===== config.mk =====
export PLATFORM = sky130hd
export DESIGN_NAME = accel_tilt_with_calibration_top
export DESIGN_NICKNAME = d
export VERILOG_FILES = /design/src/rtl/atc_pkg.sv /design/src/rtl/atc_cordic.sv /design/src/rtl/atc_isqrt.sv /design/src/rtl/accel_tilt_with_calibration_top.sv
export SDC_FILE = /design/constraint.sdc
export NUM_CORES = 2
export LEC_CHECK = 0
export BUFFER_PORTS_ARGS = -buffer_cell sky130_fd_sc_hd__clkbuf_2
export CAP_MARGIN = 20
export CORE_MARGIN = 1
export CORE_UTILIZATION = 40
export CTS_CLUSTER_SIZE = 20
export DETAILED_ROUTE_END_ITERATION = 8
export PLACE_DENSITY = 0.53
export SLEW_MARGIN = 10
export SYNTH_ARGS = -nofsm -noshare
export SYNTH_HDL_FRONTEND = slang
export SYNTH_SLANG_ARGS = --single-unit

===== constraint.sdc =====
create_clock -name i_clk -period 17.4 [get_ports i_clk]
set_input_delay 1.74 -clock i_clk [delete_from_list [all_inputs] [get_ports i_clk]]
set_output_delay 1.74 -clock i_clk [all_outputs]
set_load 0.02 [all_outputs]

===== src/rtl/atc_pkg.sv =====
// Shared constants, types and tables of the accelerometer tilt block.
package atc_pkg;

    localparam int CALIB_SAMPLES = 200;
    localparam int CORDIC_ITERS  = 16;
    localparam int ITERS = (CORDIC_ITERS < 24) ? CORDIC_ITERS : 24;
    localparam int CNT_W = $clog2(CALIB_SAMPLES + 1);

    localparam int DIV_SH  = 24 + $clog2(CALIB_SAMPLES);
    localparam int RECIP_W = 25;
    localparam logic [RECIP_W-1:0] DIV_RECIP =
        RECIP_W'(((longint'(1) << DIV_SH) + longint'(CALIB_SAMPLES) - longint'(1))
                 / longint'(CALIB_SAMPLES));

    localparam int XY_W  = 37;
    localparam int ANG_W = 26;

    localparam logic signed [ANG_W-1:0] DEG180 = 26'sd5898240;
    localparam logic signed [ANG_W-1:0] ROLL_LIM = 26'sd23040;
    localparam logic signed [ANG_W-1:0] PITCH_LIM = 26'sd11520;

    localparam logic [7:0] CFG_SCALE = 8'd0;
    localparam logic [7:0] CFG_ALPHA = 8'd1;

    typedef logic signed [ANG_W-1:0] t_angle;

    typedef enum logic [4:0] {
        ST_IDLE,
        ST_SC_MUL,
        ST_SC_USE,
        ST_CAL_ADD,
        ST_DIV_LOAD,
        ST_DIV_STEP,
        ST_DIV_STORE,
        ST_FLT_SUB,
        ST_FLT_MUL,
        ST_FLT_USE,
        ST_SQ_Y,
        ST_SQ_Z,
        ST_SQ_SUM,
        ST_ROLL_GO,
        ST_ROLL_WAIT,
        ST_PITCH_GO,
        ST_PITCH_WAIT,
        ST_DONE
    } t_state;

    typedef struct packed {
        logic   busy;
        logic   done;
        t_angle angle;
    } t_cordic_stat;

    function automatic t_angle atan_entry(input logic [4:0] idx);
        t_angle v;
        case (idx)
            5'd0:  v = 26'sd1474560;
            5'd1:  v = 26'sd870484;
            5'd2:  v = 26'sd459940;
            5'd3:  v = 26'sd233473;
            5'd4:  v = 26'sd117189;
            5'd5:  v = 26'sd58652;
            5'd6:  v = 26'sd29333;
            5'd7:  v = 26'sd14667;
            5'd8:  v = 26'sd7334;
            5'd9:  v = 26'sd3667;
            5'd10: v = 26'sd1833;
            5'd11: v = 26'sd917;
            5'd12: v = 26'sd458;
            5'd13: v = 26'sd229;
            5'd14: v = 26'sd115;
            5'd15: v = 26'sd57;
            5'd16: v = 26'sd29;
            5'd17: v = 26'sd14;
            5'd18: v = 26'sd7;
            5'd19: v = 26'sd4;
            5'd20: v = 26'sd2;
            5'd21: v = 26'sd1;
            default: v = 26'sd0;
        endcase
        return v;
    endfunction

endpackage


===== src/rtl/atc_cordic.sv =====
// Iterative vectoring CORDIC that gives atan2(y, x) in 1/32768 degree.
module atc_cordic (
    input  logic                 i_clk,
    input  logic                 i_rst_n,
    input  logic                 i_start,
    input  logic signed [17:0]   i_y,
    input  logic signed [17:0]   i_x,
    output atc_pkg::t_cordic_stat o_stat
);

    logic                               r_busy;
    logic                               r_done;
    logic                               r_zero;
    logic [4:0]                         r_i;
    logic signed [atc_pkg::XY_W-1:0]    r_x;
    logic signed [atc_pkg::XY_W-1:0]    r_y;
    atc_pkg::t_angle                    r_acc;

    logic signed [17:0]                 x0;
    logic signed [17:0]                 y0;
    logic signed [atc_pkg::XY_W-1:0]    dx;
    logic signed [atc_pkg::XY_W-1:0]    dy;

    always_comb begin
        x0 = (i_x < 0) ? -i_x : i_x;
        y0 = (i_x < 0) ? -i_y : i_y;
        dx = r_y >>> r_i;
        dy = r_x >>> r_i;
    end

    always_ff @(posedge i_clk) begin
        if (!i_rst_n) begin
            r_busy <= 1'b0;
            r_done <= 1'b0;
            r_i    <= '0;
        end else begin
            r_done <= !i_start && r_busy && (r_i == 5'(atc_pkg::ITERS - 1));
            if (i_start) begin
                r_busy <= 1'b1;
                r_i    <= '0;
                r_zero <= (i_x == 0) && (i_y == 0);
                r_x    <= atc_pkg::XY_W'(x0) <<< 16;
                r_y    <= atc_pkg::XY_W'(y0) <<< 16;
                if (i_x < 0) begin
                    r_acc <= (i_y >= 0) ? atc_pkg::DEG180 : -atc_pkg::DEG180;
                end else begin
                    r_acc <= '0;
                end
            end else if (r_busy) begin
                if (r_y >= 0) begin
                    r_x   <= r_x + dx;
                    r_y   <= r_y - dy;
                    r_acc <= r_acc + atc_pkg::atan_entry(r_i);
                end else begin
                    r_x   <= r_x - dx;
                    r_y   <= r_y + dy;
                    r_acc <= r_acc - atc_pkg::atan_entry(r_i);
                end
                r_i <= r_i + 5'd1;
                if (r_i == 5'(atc_pkg::ITERS - 1)) begin
                    r_busy <= 1'b0;
                end
            end
        end
    end

    assign o_stat.busy  = r_busy;
    assign o_stat.done  = r_done;
    assign o_stat.angle = r_zero ? '0 : r_acc;

endmodule


===== src/rtl/atc_isqrt.sv =====
// Iterative digit-by-digit integer square root of a 32-bit value giving a 16-bit root.
module atc_isqrt (
    input  logic        i_clk,
    input  logic        i_rst_n,
    input  logic        i_start,
    input  logic [31:0] i_value,
    output logic        o_busy,
    output logic [15:0] o_root
);

    logic        r_busy;
    logic [31:0] r_n;
    logic [31:0] r_res;
    logic [31:0] r_bit;
    logic [31:0] trial;

    assign trial = r_res + r_bit;

    always_ff @(posedge i_clk) begin
        if (!i_rst_n) begin
            r_busy <= 1'b0;
        end else if (i_start) begin
            r_busy <= 1'b1;
            r_n    <= i_value;
            r_res  <= '0;
            r_bit  <= 32'h4000_0000;
        end else if (r_busy) begin
            if (r_n >= trial) begin
                r_n   <= r_n - trial;
                r_res <= (r_res >> 1) + r_bit;
            end else begin
                r_res <= r_res >> 1;
            end
            r_bit <= r_bit >> 2;
            if (r_bit == 32'd1) begin
                r_busy <= 1'b0;
            end
        end
    end

    assign o_busy = r_busy;
    assign o_root = r_res[15:0];

endmodule


===== src/rtl/accel_tilt_with_calibration_top.sv =====
// Accelerometer tilt block: calibration, low-pass filter, roll and pitch.
// A calibration sample is scaled and added to the sums; the last one also adds three
// offset divisions done by reciprocal multiplication. A running sample is filtered,
// then takes two passes of the shared 16-iteration CORDIC unit; a stalled output holds
// the block until the transfer, and a new sample is accepted only in idle.
// Synchronous active-low reset clears calibration, offsets, filter and state.
module accel_tilt_with_calibration_top (
    input  logic        i_clk,
    input  logic        i_rst_n,
    input  logic        i_s_axis_tvalid,
    output logic        o_s_axis_tready,
    // raw_x [9:0], raw_y [19:10], raw_z [29:20], zeros [31:30]
    input  logic [31:0] i_s_axis_tdata,
    output logic        o_m_axis_tvalid,
    input  logic        i_m_axis_tready,
    // accel_x [15:0], accel_y [31:16], accel_z [47:32], roll [63:48],
    // pitch [78:64], zero [79]
    output logic [79:0] o_m_axis_tdata,
    // status [0]
    output logic        o_m_axis_tuser,
    input  logic        i_cfg_valid,
    output logic        o_cfg_ready,
    input  logic [7:0]  i_cfg_index,
    input  logic [15:0] i_cfg_data
);

    localparam int N = atc_pkg::CALIB_SAMPLES;

    function automatic logic signed [15:0] sat16(input logic signed [47:0] v);
        if (v > 48'sd32767) begin
            return 16'sh7fff;
        end else if (v < -48'sd32768) begin
            return 16'sh8000;
        end
        return v[15:0];
    endfunction

    function automatic logic signed [23:0] sat24(input logic signed [24:0] v);
        if (v > 25'sd8388607) begin
            return 24'sh7fffff;
        end else if (v < -25'sd8388608) begin
            return 24'sh800000;
        end
        return v[23:0];
    endfunction

    function automatic logic signed [15:0] ang_out(input atc_pkg::t_angle a,
                                                   input atc_pkg::t_angle lim);
        atc_pkg::t_angle v;
        v = (a + 26'sd128) >>> 8;
        if (v > lim) begin
            v = lim;
        end else if (v < -lim) begin
            v = -lim;
        end
        return v[15:0];
    endfunction

    atc_pkg::t_state r_state, n_state;

    logic [15:0]                    r_scale, r_alpha;
    logic [atc_pkg::CNT_W-1:0]      r_cnt, n_cnt;
    logic [1:0]                     r_k, n_k;
    logic signed [9:0]              r_raw [3];
    logic signed [15:0]             r_s [3], n_s [3];
    logic signed [23:0]             r_sum [3], n_sum [3];
    logic signed [15:0]             r_off [3], n_off [3];
    logic signed [15:0]             r_filt [3], n_filt [3];
    logic signed [34:0]             r_prod;
    logic signed [16:0]             r_diff, n_diff;
    logic [31:0]                    r_sq, n_sq;
    logic [23:0]                    r_div_d, n_div_d;
    logic                           r_div_neg, n_div_neg;
    logic signed [15:0]             r_roll, n_roll;
    logic signed [14:0]             r_pitch, n_pitch;
    logic                           r_run, n_run;
    logic                           r_out_valid;
    logic                           r_out_status;
    logic [79:0]                    r_out_data;

    logic signed [17:0]             mul_a;
    logic signed [16:0]             mul_b;
    logic signed [34:0]             mul_p;

    logic                           cordic_start;
    logic signed [17:0]             cordic_y, cordic_x;
    atc_pkg::t_cordic_stat          cordic_stat;
    logic                           sqrt_start;
    logic                           sqrt_busy;
    logic [15:0]                    sqrt_root;

    logic                           accept;
    logic                           load_out;

    assign accept   = i_s_axis_tvalid && o_s_axis_tready;
    assign load_out = (r_state == atc_pkg::ST_DONE) && (!r_out_valid || i_m_axis_tready);

    // Shared multiplier with a registered product.
    always_comb begin
        case (r_state)
            atc_pkg::ST_SC_MUL: begin
                mul_a = 18'(r_raw[r_k]);
                mul_b = $signed({1'b0, r_scale});
            end
            atc_pkg::ST_FLT_MUL: begin
                mul_a = 18'(r_diff);
                mul_b = $signed({1'b0, r_alpha});
            end
            atc_pkg::ST_SQ_Y: begin
                mul_a = 18'(r_filt[1]);
                mul_b = 17'(r_filt[1]);
            end
            atc_pkg::ST_SQ_Z: begin
                mul_a = 18'(r_filt[2]);
                mul_b = 17'(r_filt[2]);
            end
            default: begin
                mul_a = '0;
                mul_b = '0;
            end
        endcase
        mul_p = mul_a * mul_b;
    end

    // Next state.
    always_comb begin
        n_state = r_state;
        case (r_state)
            atc_pkg::ST_IDLE: begin
                if (accept) begin
                    n_state = atc_pkg::ST_SC_MUL;
                end
            end
            atc_pkg::ST_SC_MUL: n_state = atc_pkg::ST_SC_USE;
            atc_pkg::ST_SC_USE: begin
                if (r_k != 2'd2) begin
                    n_state = atc_pkg::ST_SC_MUL;
                end else if (r_cnt < atc_pkg::CNT_W'(N)) begin
                    n_state = atc_pkg::ST_CAL_ADD;
                end else begin
                    n_state = atc_pkg::ST_FLT_SUB;
                end
            end
            atc_pkg::ST_CAL_ADD: begin
                if (r_cnt + 1'b1 == atc_pkg::CNT_W'(N)) begin
                    n_state = atc_pkg::ST_DIV_LOAD;
                end else begin
                    n_state = atc_pkg::ST_DONE;
                end
            end
            atc_pkg::ST_DIV_LOAD: n_state = atc_pkg::ST_DIV_STEP;
            atc_pkg::ST_DIV_STEP: n_state = atc_pkg::ST_DIV_STORE;
            atc_pkg::ST_DIV_STORE: begin
                n_state = (r_k == 2'd2) ? atc_pkg::ST_DONE : atc_pkg::ST_DIV_LOAD;
            end
            atc_pkg::ST_FLT_SUB: n_state = atc_pkg::ST_FLT_MUL;
            atc_pkg::ST_FLT_MUL: n_state = atc_pkg::ST_FLT_USE;
            atc_pkg::ST_FLT_USE: begin
                n_state = (r_k == 2'd2) ? atc_pkg::ST_SQ_Y : atc_pkg::ST_FLT_SUB;
            end
            atc_pkg::ST_SQ_Y:    n_state = atc_pkg::ST_SQ_Z;
            atc_pkg::ST_SQ_Z:    n_state = atc_pkg::ST_SQ_SUM;
            atc_pkg::ST_SQ_SUM:  n_state = atc_pkg::ST_ROLL_GO;
            atc_pkg::ST_ROLL_GO: n_state = atc_pkg::ST_ROLL_WAIT;
            atc_pkg::ST_ROLL_WAIT: begin
                if (cordic_stat.done) begin
                    n_state = atc_pkg::ST_PITCH_GO;
                end
            end
            atc_pkg::ST_PITCH_GO: begin
                if (!sqrt_busy) begin
                    n_state = atc_pkg::ST_PITCH_WAIT;
                end
            end
            atc_pkg::ST_PITCH_WAIT: begin
                if (cordic_stat.done) begin
                    n_state = atc_pkg::ST_DONE;
                end
            end
            atc_pkg::ST_DONE: begin
                if (load_out) begin
                    n_state = atc_pkg::ST_IDLE;
                end
            end
            default: n_state = atc_pkg::ST_IDLE;
        endcase
    end

    // Datapath and unit control.
    always_comb begin
        logic signed [15:0] corr;
        logic signed [35:0] facc;
        logic [23:0]        mag;
        logic [48:0]        div_prod;
        logic signed [25:0] m;

        n_cnt     = r_cnt;
        n_k       = r_k;
        n_s       = r_s;
        n_sum     = r_sum;
        n_off     = r_off;
        n_filt    = r_filt;
        n_diff    = r_diff;
        n_sq      = r_sq;
        n_div_d   = r_div_d;
        n_div_neg = r_div_neg;
        n_roll    = r_roll;
        n_pitch   = r_pitch;
        n_run     = r_run;
        cordic_start = 1'b0;
        cordic_y     = '0;
        cordic_x     = '0;
        sqrt_start   = 1'b0;
        corr     = '0;
        facc     = '0;
        mag      = '0;
        div_prod = '0;
        m        = '0;

        case (r_state)
            atc_pkg::ST_IDLE: begin
                n_k = '0;
            end
            atc_pkg::ST_SC_USE: begin
                n_s[r_k] = sat16(48'((r_prod + 35'sd8) >>> 4));
                n_k      = (r_k == 2'd2) ? 2'd0 : r_k + 2'd1;
                n_run    = (r_cnt >= atc_pkg::CNT_W'(N));
            end
            atc_pkg::ST_CAL_ADD: begin
                for (int j = 0; j < 3; j++) begin
                    n_sum[j] = sat24(25'(r_sum[j]) + 25'(r_s[j]));
                end
                n_cnt = r_cnt + 1'b1;
                n_k   = '0;
            end
            atc_pkg::ST_DIV_LOAD: begin
                n_div_neg = r_sum[r_k] < 0;
                mag       = n_div_neg ? 24'(-r_sum[r_k]) : 24'(r_sum[r_k]);
                n_div_d   = mag + 24'(N / 2);
            end
            atc_pkg::ST_DIV_STEP: begin
                div_prod = 49'(r_div_d) * 49'(atc_pkg::DIV_RECIP);
                n_div_d  = 24'(div_prod >> atc_pkg::DIV_SH);
            end
            atc_pkg::ST_DIV_STORE: begin
                m = $signed({2'b00, r_div_d});
                if (r_div_neg) begin
                    m = -m;
                end
                if (r_k == 2'd2) begin
                    m = m - 26'sd4096;
                end
                n_off[r_k] = sat16(48'(m));
                n_k        = r_k + 2'd1;
            end
            atc_pkg::ST_FLT_SUB: begin
                corr   = sat16(48'(17'(r_s[r_k]) - 17'(r_off[r_k])));
                n_diff = 17'(corr) - 17'(r_filt[r_k]);
            end
            atc_pkg::ST_FLT_USE: begin
                facc = (36'(r_filt[r_k]) <<< 16) + 36'(r_prod);
                n_filt[r_k] = sat16(48'((facc + 36'sd32768) >>> 16));
                n_k = (r_k == 2'd2) ? 2'd0 : r_k + 2'd1;
            end
            atc_pkg::ST_SQ_Z: begin
                n_sq = r_prod[31:0];
            end
            atc_pkg::ST_SQ_SUM: begin
                n_sq = r_sq + r_prod[31:0];
            end
            atc_pkg::ST_ROLL_GO: begin
                cordic_start = 1'b1;
                cordic_y     = 18'(r_filt[1]);
                cordic_x     = 18'(r_filt[2]);
                sqrt_start   = 1'b1;
            end
            atc_pkg::ST_ROLL_WAIT: begin
                if (cordic_stat.done) begin
                    n_roll = ang_out(cordic_stat.angle, atc_pkg::ROLL_LIM);
                end
            end
            atc_pkg::ST_PITCH_GO: begin
                cordic_start = !sqrt_busy;
                cordic_y     = -18'(r_filt[0]);
                cordic_x     = $signed({2'b00, sqrt_root});
            end
            atc_pkg::ST_PITCH_WAIT: begin
                if (cordic_stat.done) begin
                    n_pitch = 15'(ang_out(cordic_stat.angle, atc_pkg::PITCH_LIM));
                end
            end
            default: begin
            end
        endcase
    end

    always_ff @(posedge i_clk) begin
        if (!i_rst_n) begin
            r_state     <= atc_pkg::ST_IDLE;
            r_scale     <= 16'd256;
            r_alpha     <= 16'd13107;
            r_cnt       <= '0;
            r_k         <= '0;
            r_run       <= 1'b0;
            r_out_valid <= 1'b0;
            for (int j = 0; j < 3; j++) begin
                r_sum[j]  <= '0;
                r_off[j]  <= '0;
                r_filt[j] <= '0;
            end
        end else begin
            r_state <= n_state;
            r_cnt   <= n_cnt;
            r_k     <= n_k;
            r_run   <= n_run;
            r_sum   <= n_sum;
            r_off   <= n_off;
            r_filt  <= n_filt;
            if (i_cfg_valid) begin
                if (i_cfg_index == atc_pkg::CFG_SCALE) begin
                    r_scale <= i_cfg_data;
                end else if (i_cfg_index == atc_pkg::CFG_ALPHA) begin
                    r_alpha <= i_cfg_data;
                end
            end
            if (load_out) begin
                r_out_valid <= 1'b1;
            end else if (i_m_axis_tready) begin
                r_out_valid <= 1'b0;
            end
        end
    end

    always_ff @(posedge i_clk) begin
        r_prod    <= mul_p;
        r_s       <= n_s;
        r_diff    <= n_diff;
        r_sq      <= n_sq;
        r_div_d   <= n_div_d;
        r_div_neg <= n_div_neg;
        r_roll    <= n_roll;
        r_pitch   <= n_pitch;
        if (accept) begin
            r_raw[0] <= i_s_axis_tdata[9:0];
            r_raw[1] <= i_s_axis_tdata[19:10];
            r_raw[2] <= i_s_axis_tdata[29:20];
        end
        if (load_out) begin
            r_out_status <= r_run;
            if (r_run) begin
                r_out_data <= {1'b0, r_pitch, r_roll, r_filt[2], r_filt[1], r_filt[0]};
            end else begin
                r_out_data <= '0;
            end
        end
    end

    atc_cordic u_cordic (
        .i_clk   (i_clk),
        .i_rst_n (i_rst_n),
        .i_start (cordic_start),
        .i_y     (cordic_y),
        .i_x     (cordic_x),
        .o_stat  (cordic_stat)
    );

    atc_isqrt u_isqrt (
        .i_clk   (i_clk),
        .i_rst_n (i_rst_n),
        .i_start (sqrt_start),
        .i_value (r_sq),
        .o_busy  (sqrt_busy),
        .o_root  (sqrt_root)
    );

    assign o_s_axis_tready = (r_state == atc_pkg::ST_IDLE);
    assign o_m_axis_tvalid = r_out_valid;
    assign o_m_axis_tdata  = r_out_data;
    assign o_m_axis_tuser  = r_out_status;
    assign o_cfg_ready     = 1'b1;

    a_cnt_range: assert property (@(posedge i_clk) disable iff (!i_rst_n)
        r_cnt <= atc_pkg::CNT_W'(N))
        else $error("calibration count exceeds its limit");

    a_cal_zero: assert property (@(posedge i_clk) disable iff (!i_rst_n)
        r_out_valid && !r_out_status |-> r_out_data == '0)
        else $error("calibrating result carries nonzero data");

    a_run_after_cal: assert property (@(posedge i_clk) disable iff (!i_rst_n)
        r_out_valid && r_out_status |-> r_cnt == atc_pkg::CNT_W'(N))
        else $error("running result before calibration finished");

    a_cordic_idle: assert property (@(posedge i_clk) disable iff (!i_rst_n)
        cordic_start |-> !cordic_stat.busy)
        else $error("CORDIC started while busy");

    a_pitch_root: assert property (@(posedge i_clk) disable iff (!i_rst_n)
        cordic_start && r_state == atc_pkg::ST_PITCH_GO |-> !sqrt_busy)
        else $error("pitch pass started before the root was ready");

endmodule

==> results.json <==
{
  "clock.fmax_ghz": 0.109,
  "finalSetupViolations": 0,
  "worstSetupPathType": "flip-flop to flip-flop",
  "netlist_area_um2": 76800,
  "seqCellArea_um2": 19000,
  "worstHoldPathType": "flip-flop to flip-flop",
  "via_per_inst": 5.71,
  "ys_types": 116,
  "leakage_nw": 35.4,
  "drt_pass1_iterations": 6,
  "yosysTopAreaCellShare_pct": 17.4,
  "cpMostUsedCell": "fa_1",
  "clock_sinks": 727,
  "grt_pass1_vias": 62600,
  "synth_edf_count": 444,
  "crit_fanout": 16,
  "cts-buffers-inserted": 89,
  "num_vias": 63400,
  "hold_viol_final": 0,
  "powerDensity_nw_per_um2": 52.0,
  "cts_tree": "yes",
  "drive_above_1_share_pct": 7.90,
  "clkSlewWorstSetupHoldPaths_ps": 60,
  "cap_violations": 0,
  "antenna_found_initial": 1,
  "ctsHoldBuffers": 0,
  "r2r-start": "r_state[1]",
  "yosysWarnings": 0,
  "nets": 9772,
  "worstSetupEndpoint": "r_prod[33]",
  "cts_buffer_depth": 3,
  "synth_flop_cell": "edfxtp_1",
  "rsz0062_at_grt": "false",
  "setup-tns-final_ps": 0,
  "end_kind": "flip-flop",
  "cts_resized": 0,
  "r2r_cells": 27,
  "required_ps": 18040,
  "io_buffers": 140,
  "synth.area.top_cells": "edfxtp_1 (17%), fa_1 (13%), ha_1 (11%), dfxtp_1 (7.4%), inv_1 (4.0%)",
  "fin_crit_ps": 9140,
  "r2r-end": "r_prod[33]",
  "clk_latency_ps": 740,
  "fill_cells": 18600,
  "gr-total-overflow": 0,
  "multiInputGateArea_um2": 53400,
  "postRouteAntennaNets": 0,
  "root_buffer": "clkbuf_16",
  "dp_hpwl_mm": 193,
  "grt_pass1_wl_mm": 378,
  "syn2layout_area_growth_pct": 8.48,
  "ioPinCount": 145,
  "die_h_um": 440,
  "totalWireLength_mm": 247,
  "wl_per_cell_um": 22.3,
  "drc": 0,
  "htree_levels": 3,
  "outcome": "completed",
  "syn_inst": 8499,
  "peakVddDrop_v": 0.0000672,
  "core_area_um2": 190000,
  "post_cts_buffers": 0,
  "r2r_setup_slack_ps": 8260,
  "die_w_um": 440,
  "fin_skew_ps": 31.4,
  "dieArea_um2": 194000,
  "min_period_over_period_pct": 52.5,
  "synth_seq_cells": 727,
  "yosysSeqAreaShare_pct": 24.7,
  "cp_slowest_cell": "nor2_1",
  "cp-startpoint": "r_state[1]",
  "slew_violations": 0,
  "gp_congestion": 0.942,
  "num_rows": 160,
  "synthArstFlopShare_pct": 0,
  "grt_max_degree": 87,
  "initial_core_util_pct": 40.3,
  "drtIter0Drc": 4763,
  "yosysTopAreaCell": "edfxtp_1",
  "final_util_pct": 43.7,
  "max_stage_delay_ps": 850,
  "crit_path_start_kind": "flip-flop",
  "arrival_ps": 9780,
  "grt_use_total_pct": 25.3,
  "syn_avg_cell_area_um2": 9.03,
  "maxSlewHeadroom_pct": 19.8,
  "tightestPinTransition_ps": 1200
}
[registers in the layout, indices dropped and copies added (netlist names), 32 cells and up, named ones only]
name,count
u_isqrt.r_n,32
r_s,48
r_sq,32
r_prod,35
r_filt,48
u_cordic.r_y,37
o_m_axis_tdata,79
r_sum,72
r_off,48
u_isqrt.r_res,32
u_cordic.r_x,37
[cell type report]
cell class              instances  share of cell area [%]
multi-input cells            6607                    64.1
clock buffers                 113                    3.01
repair buffers                250                    1.84
clock inverters                55                   0.705
well taps                    2511                    3.77
inverters                     827                    3.73
flip-flops and latches        727                    22.8
diodes                          5                  0.0150
[cells by family (layout without fill, tap and decap cells)]
| kind of cell | count (synthesis) | after routing | share of synthesized area [%] |
|---|---|---|---|
| and+or+nand+nor | 2381 | 2381 | 14.6 |
| AOI/OAI and AO/OA | 2078 | 2078 | 17.1 |
| adders and majority gates | 1245 | 1245 | 25.2 |
| buffers and inverters | 1166 | 1245 | 5.98 |
| DFF | 727 | 727 | 24.7 |
| xor gates and xnor gates | 546 | 546 | 6.23 |
| muxes | 354 | 354 | 6.14 |
| other | 2 | 8 | 0.00978 |
[per-stage QoR]
stage / cells / power [mW] / hold WS, ps / setup WS [ps] / instance area, um2
4_1_cts: 11100 / 4.38 / 455 / 8310 / 83200
6_report: 11100 / 4.33 / 453 / 8260 / 83300
2_1_floorplan: 8500 / 2.20 / 429 / 9450 / 76800
3_3_place_gp: 10900 / 2.36 / 441 / 8380 / 80100
3_5_place_dp: 10900 / 2.36 / 448 / 8340 / 80100
5_1_grt: 11100 / 4.48 / 485 / 7670 / 83300
[critical path: cells and delay by family (launching register included)]
family	cells	cell delay (ps)
adder cells (fa/ha/maj)	7	3730
AND/OR/NAND/NOR	8	2640
AO/OA/AOI/OAI	5	1270
buffers and inverters	6	830
flip-flops	1	400
XOR/XNOR	1	150
[power by group]
| group | internal [mW] | switching, mW | total [mW] |
|---|---|---|---|
| combinational | 0.159 | 0.298 | 0.458 |
| sequential | 1.85 | 0.0277 | 1.88 |
| clock | 1.16 | 0.839 | 2.00 |
[how the worst min path moves through the flow]
| stage | from | end | cells after the start |
|---|---|---|---|
| after floorplan | r_off[17] | r_off[17] | 2 |
| after global placement | r_off[3] | r_off[3] | 2 |
| after detailed placement | r_off[47] | r_off[47] | 2 |
| after CTS | r_off[47] | r_off[47] | 2 |
| after global routing | r_off[3] | r_off[3] | 2 |
| final | r_off[47] | r_off[47] | 2 |
[placed cells by master, fill, tap and decap left out, types with 36 or more instances in the layout]
master     Yosys  routed
nor2_1       810     804
inv_1        824     822
nand2b_1      93      93
and3_1        74      74
or3_1         56      56
nand2_1      664     663
clkbuf_2       0     141
maj3_1        36      36
and2_1       147     147
mux2_2        46      46
clkbuf_16      0      94
a21o_1       133     133
o21bai_1      59      59
xnor2_1      332     331
mux2i_1      215     215
buf_4         16     106
xor2_1       214     213
o21ai_0      538     537
nor2b_1       70      69
edfxtp_1     444     444
or2_2         39      39
a21oi_1      576     575
o22ai_1       55      55
a211oi_1      90      89
a31oi_1       93      92
mux4_2        84      84
nand4_1       55      55
fa_1         514     514
o21a_1        70      70
o31ai_1       38      37
nor3_1       115     112
ha_1         695     695
dfxtp_1      283     275
nand3_1      134     133
[cells in the mapped netlist (34+ instances only)]
master    count
a211oi_1     90
or2_2        39
ha_1        695
edfxtp_1    444
clkbuf_1    246
nor2b_1      70
and2_1      147
xnor2_1     332
nand2_1     664
or3_1        56
nand2b_1     93
a31oi_1      93
dfxtp_1     283
o21a_1       70
and3_1       74
maj3_1       36
o21ai_0     538
inv_1       824
mux2i_1     215
a21o_1      133
a21oi_1     576
o22ai_1      55
xor2_1      214
fa_1        514
nor2_1      810
nor3_1      115
mux2_2       46
o21bai_1     59
nand4_1      55
mux4_2       84
buf_2        34
nand3_1     134
o31ai_1      38
[per-layer routing]
metal | track usage [%] | wire length (um) | vias to the layer above | share of wire (%)
met5 | 0 | 0 | - | 0
met4 | 12.2 | 12900 | 0 | 5.2
met3 | 2.60 | 11100 | 397 | 4.5
met2 | 41.8 | 116000 | 1701 | 47
met1 | 33.0 | 108000 | 31300 | 43
li1 | - | - | 30000 | -
Power figures use the tool's default switching activity.
